===== config.mk =====
export PLATFORM = sky130hd
export DESIGN_NAME = radar_frame_parser_unit_flat
export DESIGN_NICKNAME = d
export VERILOG_FILES = /design/src/hdl/rfp_pkg.sv /design/src/hdl/rfp_if.sv /design/src/hdl/rfp_parser.sv /design/src/hdl/radar_frame_parser_unit.sv /design/src/flat_wrapper.sv
export VERILOG_INCLUDE_DIRS = /design/src /design/src/hdl
export SDC_FILE = /design/constraint.sdc
export NUM_CORES = 1
export LEC_CHECK = 0
export ABC_AREA = 1
export BUFFER_PORTS_ARGS = -buffer_cell sky130_fd_sc_hd__buf_4
export CAP_MARGIN = 25
export CORE_MARGIN = 10
export CORE_UTILIZATION = 40
export CTS_BUF_LIST = sky130_fd_sc_hd__clkbuf_8
export CTS_CLUSTER_SIZE = 30
export DETAILED_ROUTE_END_ITERATION = 8
export GPL_TIMING_DRIVEN = 0
export SETUP_SLACK_MARGIN = 0.1
export SYNTH_ARGS = -nofsm -noshare
export SYNTH_HDL_FRONTEND = slang
export SYNTH_HIERARCHICAL = 1
export SYNTH_SLANG_ARGS = --single-unit

===== constraint.sdc =====
create_clock -name clk -period 2 [get_ports clk]
set_input_delay 0.4 -clock clk [delete_from_list [all_inputs] [get_ports clk]]
set_output_delay 0.4 -clock clk [all_outputs]
set_load 0.005 [all_outputs]

===== src/hdl/radar_frame_parser_unit_defines.svh =====
// assertion macros shared by the radar frame parser rtl
`ifndef RADAR_FRAME_PARSER_UNIT_DEFINES_SVH
`define RADAR_FRAME_PARSER_UNIT_DEFINES_SVH

// same-cycle implication, clocked on clk, off while rst_n is low
`define RFP_ASSERT_IMPLY(label, ante, cons) \
    label: assert property (@(posedge clk) disable iff (!rst_n) (ante) |-> (cons)) \
        else $error("rfp check failed: same-cycle implication");

// next-cycle implication, clocked on clk, off while rst_n is low
`define RFP_ASSERT_NEXT(label, ante, cons) \
    label: assert property (@(posedge clk) disable iff (!rst_n) (ante) |=> (cons)) \
        else $error("rfp check failed: next-cycle implication");

`endif


===== src/hdl/rfp_pkg.sv =====
// types, constants and helpers of the radar frame parser
package rfp_pkg;

    localparam int BYTE_W          = 8;
    localparam int DIST_W          = 16;
    localparam int MAX_FRAME_BYTES = 64;
    localparam int LEN_W           = 7;

    localparam logic [BYTE_W-1:0] HDR_BYTE0 = 8'hF4;
    localparam logic [BYTE_W-1:0] HDR_BYTE1 = 8'hF3;
    localparam logic [BYTE_W-1:0] HDR_BYTE2 = 8'hF2;
    localparam logic [BYTE_W-1:0] HDR_BYTE3 = 8'hF1;

    localparam logic [31:0] TAIL_WORD  = 32'hF8F7F6F5;
    localparam logic [23:0] HDR_RECENT = 24'hF3F2F1;

    localparam logic [LEN_W-1:0] LEN_AFTER_HDR = 7'd4;
    localparam logic [LEN_W-1:0] POS_STATE     = 7'd6;
    localparam logic [LEN_W-1:0] POS_DIST_LO   = 7'd7;
    localparam logic [LEN_W-1:0] POS_DIST_HI   = 7'd8;
    localparam logic [LEN_W-1:0] MAX_LEN       = LEN_W'(MAX_FRAME_BYTES);

    localparam logic [1:0] HDR_LAST_IDX = 2'd3;

    typedef struct packed {
        logic [BYTE_W-1:0] target_state;
        logic [DIST_W-1:0] distance_cm;
        logic              presence;
    } rfp_result_t;

    // expected header byte for the given match count
    function automatic logic [BYTE_W-1:0] hdr_byte(input logic [1:0] idx);
        logic [BYTE_W-1:0] b;
        unique case (idx)
            2'd0:    b = HDR_BYTE0;
            2'd1:    b = HDR_BYTE1;
            2'd2:    b = HDR_BYTE2;
            default: b = HDR_BYTE3;
        endcase
        return b;
    endfunction

endpackage


===== src/hdl/rfp_if.sv =====
// stream interfaces of the radar frame parser: byte input and result output
interface rfp_byte_if;
    import rfp_pkg::*;

    logic              valid;
    logic              ready;
    logic [BYTE_W-1:0] rx_byte;

    modport source (output valid, output rx_byte, input ready);
    modport sink   (input valid, input rx_byte, output ready);
endinterface

interface rfp_result_if;
    import rfp_pkg::*;

    logic              valid;
    logic              ready;
    logic [BYTE_W-1:0] target_state;
    logic [DIST_W-1:0] distance_cm;
    logic              presence;

    modport source (output valid, output target_state, output distance_cm,
                    output presence, input ready);
    modport sink   (input valid, input target_state, input distance_cm,
                    input presence, output ready);
endinterface


===== src/hdl/rfp_parser.sv =====
// header hunt, frame counting, field capture and tail detection
`include "radar_frame_parser_unit_defines.svh"

module rfp_parser (
    input  logic                  clk,
    input  logic                  rst_n,
    input  logic                  step,
    input  logic [7:0]            rx_byte,
    output logic                  emit,
    output rfp_pkg::rfp_result_t  result
);
    import rfp_pkg::*;

    logic [1:0]        hm_reg,        hm_next;
    logic              in_frame_reg,  in_frame_next;
    logic [LEN_W-1:0]  len_reg,       len_next;
    logic [23:0]       recent_reg,    recent_next;
    logic [BYTE_W-1:0] cap_state_reg, cap_state_next;
    logic [BYTE_W-1:0] cap_dlo_reg,   cap_dlo_next;
    logic [BYTE_W-1:0] cap_dhi_reg,   cap_dhi_next;
    logic [31:0]       last4;
    logic              tail_hit;

    always_comb
    begin
        hm_next        = hm_reg;
        in_frame_next  = in_frame_reg;
        len_next       = len_reg;
        recent_next    = recent_reg;
        cap_state_next = cap_state_reg;
        cap_dlo_next   = cap_dlo_reg;
        cap_dhi_next   = cap_dhi_reg;
        last4          = {recent_reg, rx_byte};
        tail_hit       = 1'b0;

        if (step)
        begin
            if (!in_frame_reg)
            begin
                // mismatch restarts the hunt without rechecking this byte
                if (rx_byte == hdr_byte(hm_reg))
                begin
                    if (hm_reg == HDR_LAST_IDX)
                    begin
                        hm_next       = 2'd0;
                        in_frame_next = 1'b1;
                        len_next      = LEN_AFTER_HDR;
                        recent_next   = HDR_RECENT;
                    end
                    else
                    begin
                        hm_next = hm_reg + 2'd1;
                    end
                end
                else
                begin
                    hm_next = 2'd0;
                end
            end
            else
            begin
                if (len_reg == POS_STATE)   cap_state_next = rx_byte;
                if (len_reg == POS_DIST_LO) cap_dlo_next   = rx_byte;
                if (len_reg == POS_DIST_HI) cap_dhi_next   = rx_byte;
                len_next    = len_reg + 7'd1;
                recent_next = last4[23:0];
                tail_hit    = (last4 == TAIL_WORD);
                if (tail_hit || len_next >= MAX_LEN)
                    in_frame_next = 1'b0;
            end
        end
    end

    // captures on the tail byte itself already count
    assign emit                = tail_hit;
    assign result.target_state = cap_state_next;
    assign result.distance_cm  = {cap_dhi_next, cap_dlo_next};
    assign result.presence     = (cap_state_next != '0);

    always_ff @(posedge clk or negedge rst_n)
    begin
        if (!rst_n)
        begin
            hm_reg        <= '0;
            in_frame_reg  <= 1'b0;
            len_reg       <= '0;
            recent_reg    <= '0;
            cap_state_reg <= '0;
            cap_dlo_reg   <= '0;
            cap_dhi_reg   <= '0;
        end
        else
        begin
            hm_reg        <= hm_next;
            in_frame_reg  <= in_frame_next;
            len_reg       <= len_next;
            recent_reg    <= recent_next;
            cap_state_reg <= cap_state_next;
            cap_dlo_reg   <= cap_dlo_next;
            cap_dhi_reg   <= cap_dhi_next;
        end
    end

    `RFP_ASSERT_IMPLY(a_len_in_range, in_frame_reg, (len_reg >= LEN_AFTER_HDR) && (len_reg < MAX_LEN))
    `RFP_ASSERT_IMPLY(a_hunt_idle_in_frame, in_frame_reg, hm_reg == 2'd0)
    `RFP_ASSERT_IMPLY(a_emit_needs_frame, emit, step && in_frame_reg)
    `RFP_ASSERT_NEXT(a_emit_ends_frame, emit, !in_frame_reg)

endmodule


===== src/hdl/radar_frame_parser_unit.sv =====
// radar frame parser top level: byte stream in, registered result stream out
//
// usage
//   rx  : one received radar byte per beat (rx_byte)
//   res : one beat per complete frame: target_state, distance_cm (little-endian
//         bytes 7 and 8) and presence (target_state nonzero)
//   the parser hunts for header F4 F3 F2 F1, counts frame bytes, keeps bytes
//   6, 7 and 8, and reports when the last four bytes are F8 F7 F6 F5; a frame
//   that reaches 64 bytes without a tail is dropped with no result
// timing
//   one byte per cycle while rx.ready is high; parser state updates on the
//   accepting edge and the result lands in the output register at that same
//   edge, so res.valid rises in the cycle after the final tail beat is taken
// reset
//   rst_n low clears the hunt state, the frame counter, the captured fields
//   and the output valid flag; no result is pending after reset
// backpressure
//   a result held in the output register while res.ready is low stalls rx
//   only then; with the register empty, or being drained in the same cycle,
//   rx.ready stays high
`include "radar_frame_parser_unit_defines.svh"

module radar_frame_parser_unit (
    input  logic     clk,
    input  logic     rst_n,
    rfp_byte_if.sink     rx,
    rfp_result_if.source res
);
    import rfp_pkg::*;

    logic        step;
    logic        emit;
    rfp_result_t result;

    logic        out_valid_reg, out_valid_next;
    rfp_result_t out_data_reg,  out_data_next;

    // take a byte whenever the output register is free or draining
    assign rx.ready = !out_valid_reg || res.ready;
    assign step     = rx.valid && rx.ready;

    rfp_parser u_parser (
        .clk     (clk),
        .rst_n   (rst_n),
        .step    (step),
        .rx_byte (rx.rx_byte),
        .emit    (emit),
        .result  (result)
    );

    always_comb
    begin
        out_valid_next = out_valid_reg;
        out_data_next  = out_data_reg;
        if (step && emit)
        begin
            out_valid_next = 1'b1;
            out_data_next  = result;
        end
        else if (res.ready)
        begin
            out_valid_next = 1'b0;
        end
    end

    // payload register needs no reset
    always_ff @(posedge clk)
    begin
        out_data_reg <= out_data_next;
    end

    always_ff @(posedge clk or negedge rst_n)
    begin
        if (!rst_n)
            out_valid_reg <= 1'b0;
        else
            out_valid_reg <= out_valid_next;
    end

    assign res.valid        = out_valid_reg;
    assign res.target_state = out_data_reg.target_state;
    assign res.distance_cm  = out_data_reg.distance_cm;
    assign res.presence     = out_data_reg.presence;

    `RFP_ASSERT_NEXT(a_result_loaded, step && emit, out_valid_reg)
    `RFP_ASSERT_NEXT(a_stall_keeps_result, out_valid_reg && !res.ready, out_valid_reg)
    `RFP_ASSERT_IMPLY(a_presence_matches, out_valid_reg, res.presence == (res.target_state != '0))

endmodule


===== src/flat_wrapper.sv =====
// flat-port wrapper written by rule: the top's interface ports become plain ports
module radar_frame_parser_unit_flat import rfp_pkg::*;
  (clk, rst_n, rx_valid, rx_rx_byte, rx_ready, res_valid, res_target_state, res_distance_cm, res_presence, res_ready);
  rfp_byte_if rx_i ();
  rfp_result_if res_i ();
  input  logic clk;
  input  logic rst_n;
  input wire logic [$bits(rx_i.valid)-1:0] rx_valid;
  input wire logic [$bits(rx_i.rx_byte)-1:0] rx_rx_byte;
  output wire logic [$bits(rx_i.ready)-1:0] rx_ready;
  output wire logic [$bits(res_i.valid)-1:0] res_valid;
  output wire logic [$bits(res_i.target_state)-1:0] res_target_state;
  output wire logic [$bits(res_i.distance_cm)-1:0] res_distance_cm;
  output wire logic [$bits(res_i.presence)-1:0] res_presence;
  input wire logic [$bits(res_i.ready)-1:0] res_ready;
  assign rx_i.valid = rx_valid;
  assign rx_i.rx_byte = rx_rx_byte;
  assign rx_ready = rx_i.ready;
  assign res_valid = res_i.valid;
  assign res_target_state = res_i.target_state;
  assign res_distance_cm = res_i.distance_cm;
  assign res_presence = res_i.presence;
  assign res_i.ready = res_ready;
  radar_frame_parser_unit u_core (.clk(clk), .rst_n(rst_n), .rx(rx_i), .res(res_i));
endmodule

* After elaboration in Yosys (flattened, before gate mapping)
Index checks and enable logic that the tools add are counted.
Storage, ports and cells: flip-flop bits (word level) 84, bits of input ports 12, output and inout bits 27, logic and storage cells 63
Cells by class: add/sub/neg operators 2, magnitude comparators 1, eq/ne operators 8, mux-type cells 28, bitwise logic cells 1, reductions and logical operators 12
Operators with widths (number):
- $mux W8 | 11
- $mux W24 | 3
- $eq A32 B32 Y1 const B | 1
- $mux W7 | 3
- $eq A7 B3 Y1 const B | 2
- $pmux W3 S3 | 1
- $eq A8 B8 Y1 | 1
- $mux W1 | 8
- $reduce_bool A8 Y1 | 1
- $add A7 B1 Y7 const B | 1
- $eq A7 B4 Y1 const B | 1
- $ge A7 B7 Y1 const B | 1
- $reduce_bool A2 Y1 | 3
- $eq A2 B2 Y1 const B | 2
- $mux W2 | 2
- $reduce_and A3 Y1 | 1
- $add A2 B1 Y2 const B | 1
- $eq A2 B1 Y1 const B | 1
- $logic_and A1 B1 Y1 | 2
- $logic_not A2 Y1 | 1
- $logic_or A1 B1 Y1 | 2
- $reduce_and A2 Y1 | 1
- $logic_not A1 Y1 | 1
- $not A1 Y1 | 1

* Logic depth before layout (Yosys ltp)
word-level depth 7, gate-level depth with buffers 12, gate-level depth less buffers 12

* By module
The synthesis kept the hierarchy.
Modules (own cells, without submodules):
- rfp_parser | instances 1, cells each 342, area each 2865.2 um2, sequential area each 1451.4 um2
- radar_frame_parser_unit | instances 1, cells each 34, area each 814.5 um2, sequential area each 775.7 um2

* Worst setup path before layout
Ideal clock, no wire load.
path kind input-to-reg, from input port rx_rx_byte[3], to register u_core.out_data_reg (netlist bit u_core/res.distance_cm[0]), enable pin, setup time 0.387 ns, arrival 1.644 ns, data required time 1.613 ns, slack -0.031 ns, cell stages on the path 7, path buffers 0, cell sequence inv_1 -> nand4_1 -> nor3_1 -> nand3_1 -> nor2_1 -> inv_1 -> nor2_2
On the way: longest elaborated chain between the ends 4
Ends and longest elaborated chain:
- start: declaration | line flat_wrapper.sv:9 | input wire logic [$bits(rx_i.rx_byte)-1:0] rx_rx_byte;
- $eq A32 B32 Y1 | line rfp_parser.sv:67 | tail_hit = (last4 == TAIL_WORD);
- $mux W1 | line rfp_parser.sv:38 | if (!in_frame_reg)
- $mux W1 | line rfp_parser.sv:36 | if (step)
- via u_core.emit | line radar_frame_parser_unit.sv:32 | logic emit;
- $logic_and A1 B1 Y1 | line radar_frame_parser_unit.sv:55 | if (step && emit)
- end signal: assignment | line radar_frame_parser_unit.sv:69 | out_data_reg <= out_data_next;
- end: declaration | line radar_frame_parser_unit.sv:36 | rfp_result_t out_data_reg, out_data_next;
The timed path passes the listed nets, and every way through them passes these cells. A chain may end at the register's enable or synchronous reset.

* Worst setup path after layout
from register u_core.u_parser.hm_reg[0], to register u_core.u_parser.len_reg[6]
On the way: longest elaborated chain between the ends 7, elaborated cells on any way between the ends 11, classes of those cells eq/ne: 4; mux: 3; reduce/logical: 4
Ends and longest elaborated chain:
- start: declaration | line rfp_parser.sv:14 | logic [1:0] hm_reg, hm_next;
- start signal: assignment | line rfp_parser.sv:94 | hm_reg <= hm_next;
- $eq A2 B2 Y1, or another cell as far along | line rfp_pkg.sv:34 | unique case (idx)
- $pmux W3 S3 | line rfp_pkg.sv:34
- $mux W8 | line rfp_parser.sv:38
- $mux W8 | line rfp_parser.sv:36
- $eq A8 B8 Y1 | line rfp_parser.sv:41 | if (rx_byte == hdr_byte(hm_reg))
- $reduce_bool A2 Y1 (no source line)
- $reduce_and A3 Y1 (no source line) (*)
- end signal: assignment | line rfp_parser.sv:96 | len_reg <= len_next;
- end: declaration | line rfp_parser.sv:16 | logic [LEN_W-1:0] len_reg, len_next;
Mark *: on every way between the ends. The rest lies on a longest branch, timed or not. The select of a mux whose other input is x is not followed.

==> results by group <==
Worst setup path
  – Critical path peak fanout: 10
  – Crit Path Category: reg -> reg
  – Arr. time, crit path: 2.00 ns
  – Worst setup SP type: register
  – Crit end category: register
  – R2R Path End: u_core/u_parser/len_reg[6]
  – R2r startpoint: u_core/u_parser/hm_reg[0]
  – R2R cell count: 10
  – Worst EP required: 2.24 ns
  – R2r setup slk: 0.24 ns

Timing
  – Unrepaired setup endpoints after global routing: true
  – Clk_skew: 0.01169 ns
  – Final min period: 1.761 ns
  – Relative slew slack: 48.83%
  – Hold Slack: 0.09501 ns
  – Slew @ Worst Pin: 0.7675 ns
  – Max Transition Viols Final: 0
  – Max Fclk: 568.0 MHz
  – Final period utilization: 88.03%
  – Final setup vio count: 0
  – Hold Fails Final Rpt: 0

Layout
  – Post-route design area: 0.004457 sq mm
  – Fill count: 841
  – Max reg flops: 24
  – Final Net Count: 456
  – Footprint of the multi-input gates: 0.001224 sq mm
  – Inserted Diodes: 0
  – Layout cells sized above 1: 27.31%
  – FF+latch area: 0.002227 sq mm
  – Synthesis-to-layout area growth: 21.12%

Synth
  – Unique masters post-synth: 29
  – Post-Syn Instances: 376
  – Mapped Nets: 394
  – Commonest cells post-synth: nand2_1 (80), dfrtp_1 (59), inv_1 (49)
  – Most common cell in the netlist: nand2_1
  – Warnings from Yosys: 6
  – Post-synth EDFFs: 25
  – Synth area leader: dfrtp_1
  – Syn_area_per_cell: 9.787 sq um
  – Top cells by area, synth: dfrtp_1 (40%), edfxtp_1 (20%), nand2_1 (8.2%)
  – Post-synth top area share: 40.12%
  – Seq/Total Area, Yosys: 60.52%
  – Register bit total from synthesis: 84
  – Post-Syn Area: 0.003680 sq mm
  – Fraction of registers with async set/reset: 70.24%
  – Synth Flop Type: dfrtp_1

Global routing
  – Antenna violations before repair: 0
  – GR Overflow Total: 0
  – Largest net degree at the start of global routing: 60
  – Total GRT Usage: 12.49%
  – Number of global-route vias before repair: 2,664
  – First-pass GRT wire length: 13.08 mm

Power and ir drop
  – Leakage: 2.191 nW
  – Power per cell area: 703.6 mW/mm^2
  – Worst VDD drop: 0.2759 mV

Place
  – PortBufs: 38
  – Final Wtd Congestion: 0.8098
  – Post-DP Area: 0.004105 sq mm
  – DP HPWL: 5.499 mm

Clock tree
  – CTS Buffer Depth: 2
  – CTS Hold Bufs: 0
  – Worst-Skew Late Latency: 0.36 ns
  – CTS tree: done
  – Num Clock Sinks: 84
  – H-Tree Depth: 3
  – Root Driver: clkbuf_8
  – CTS clk-pin slew, worst paths: 0.10 ns
  – Inserted Clock Buffers: 9

Worst hold path
  – Hold Path Class: in -> async

Floorplanning
  – Core Region: 0.008848 sq mm
  – Die area: 0.01344 sq mm
  – Die Height: 115.9 um
  – Initial Util: 41.59%
  – Rows: 34
  – Die width: 115.9 um
  – Number of I/O pins: 39

Route
  – DRT Wirelength: 8.012 mm
  – Drt pass-1 iters: 4
  – Antenna Nets Post-Route: 0
  – Starting DRT DRC Count: 109
  – DR vias: 2,668
  – Post-route DRC violation count: 0
  – Routed WL per cell: 14.54 um
  – Post-DR vias/cell: 4.842

Status
  – Status: complete, no violations

Run
  – Maxcap violations: 0
## area by class of cell
type,count,share of cell area [%]
plain buffers,10,2.246
clock inverters,7,1.404
clock buffers,9,2.779
repair buffers,49,8.815
well taps,108,3.032
inverters,51,4.295
multi-input cells,233,27.46
flip-flops and latches,84,49.97
## worst max-delay path, cell delays in order (launching register included)
cell and delay (ns):
dfrtp_1 0.41, inv_1 0.07, ha_1 0.32, inv_1 0.05, nand2_1 0.05, nand2_1 0.06, a21oi_2 0.18, nand3_4 0.13
nand2_4 0.12, buf_6 0.14, o21ai_0 0.10
## worst max path at each step
stage | cells after the start | endpoint | startpoint
3_5_place_dp | 8 | u_core/res.target_state[1] | rx_rx_byte[3]
2_1_floorplan | 7 | u_core/res.distance_cm[0] | rx_rx_byte[3]
4_1_cts | 8 | u_core/res.distance_cm[15] | u_core/res.valid
3_3_place_gp | 8 | u_core/res.target_state[1] | rx_rx_byte[3]
6_report | 10 | u_core/u_parser/len_reg[6] | u_core/u_parser/hm_reg[0]
5_1_grt | 11 | u_core/u_parser/len_reg[1] | u_core/u_parser/hm_reg[0]
## timing repair
| item | in CTS | in global routing |
|---|---|---|
| gates cloned | 1 | 1 |
| buffers inserted | 3 | 8 |
| pin swaps | 1 | 2 |
| gates resized for setup | 3 | 22 |
| setup endpoints to repair | 27 | 84 |
## where the power goes
part / internal (mW) / switching, mW / total (mW)
sequential: 1.79 / 0.0282 / 1.82
combinational: 0.0553 / 0.0961 / 0.151
clock: 0.482 / 0.681 / 1.16
## per-layer routing
metal	share of wire (%)	GRT usage, %	vias up
li1	-	-	1322
met1	45	15.39	1270
met2	48	19.98	66
met3	5.5	3.514	10
met4	1.3	5.671	0
met5	0	0	-
## metrics by stage
| stage | setup TNS (ns) | setup slack [ns] | std cells | power [mW] | utilization, % |
|---|---|---|---|---|---|
| detailed placement | -9.025 | -0.3624 | 522 | 1.996 | 46.39 |
| global route | 0 | 0.08324 | 551 | 3.273 | 50.37 |
| finish | 0 | 0.2394 | 551 | 3.136 | 50.37 |
| floorplan | 0 | 0.2269 | 376 | 1.924 | - |
| global placement | -8.121 | -0.3262 | 522 | 1.994 | 46.39 |
| CTS | 0 | 0.04821 | 542 | 3.168 | 49.19 |
## layout by cell type (no fill, tap or decap), types with 5 or more instances in the layout
cell and count:
inv_1 46, nor2_1 41, nor2_4 6, clkbuf_8 9, inv_2 5, inv_6 5
edfxtp_1 25, o21ai_1 10, nor2_2 23, buf_4 47, nand3_1 28, o21ai_0 18
dfrtp_1 59, nand2_1 79, ha_1 6
## kinds of logic after synthesis
| family | synth area share (%) |
|---|---|
| DFF | 60.52 |
| buffers and inverters | 7.446 |
| and+or+nand+nor | 25.26 |
| AOI/OAI and AO/OA | 4.726 |
| adders and majority gates | 2.040 |
Power figures use the tool's default switching activity.
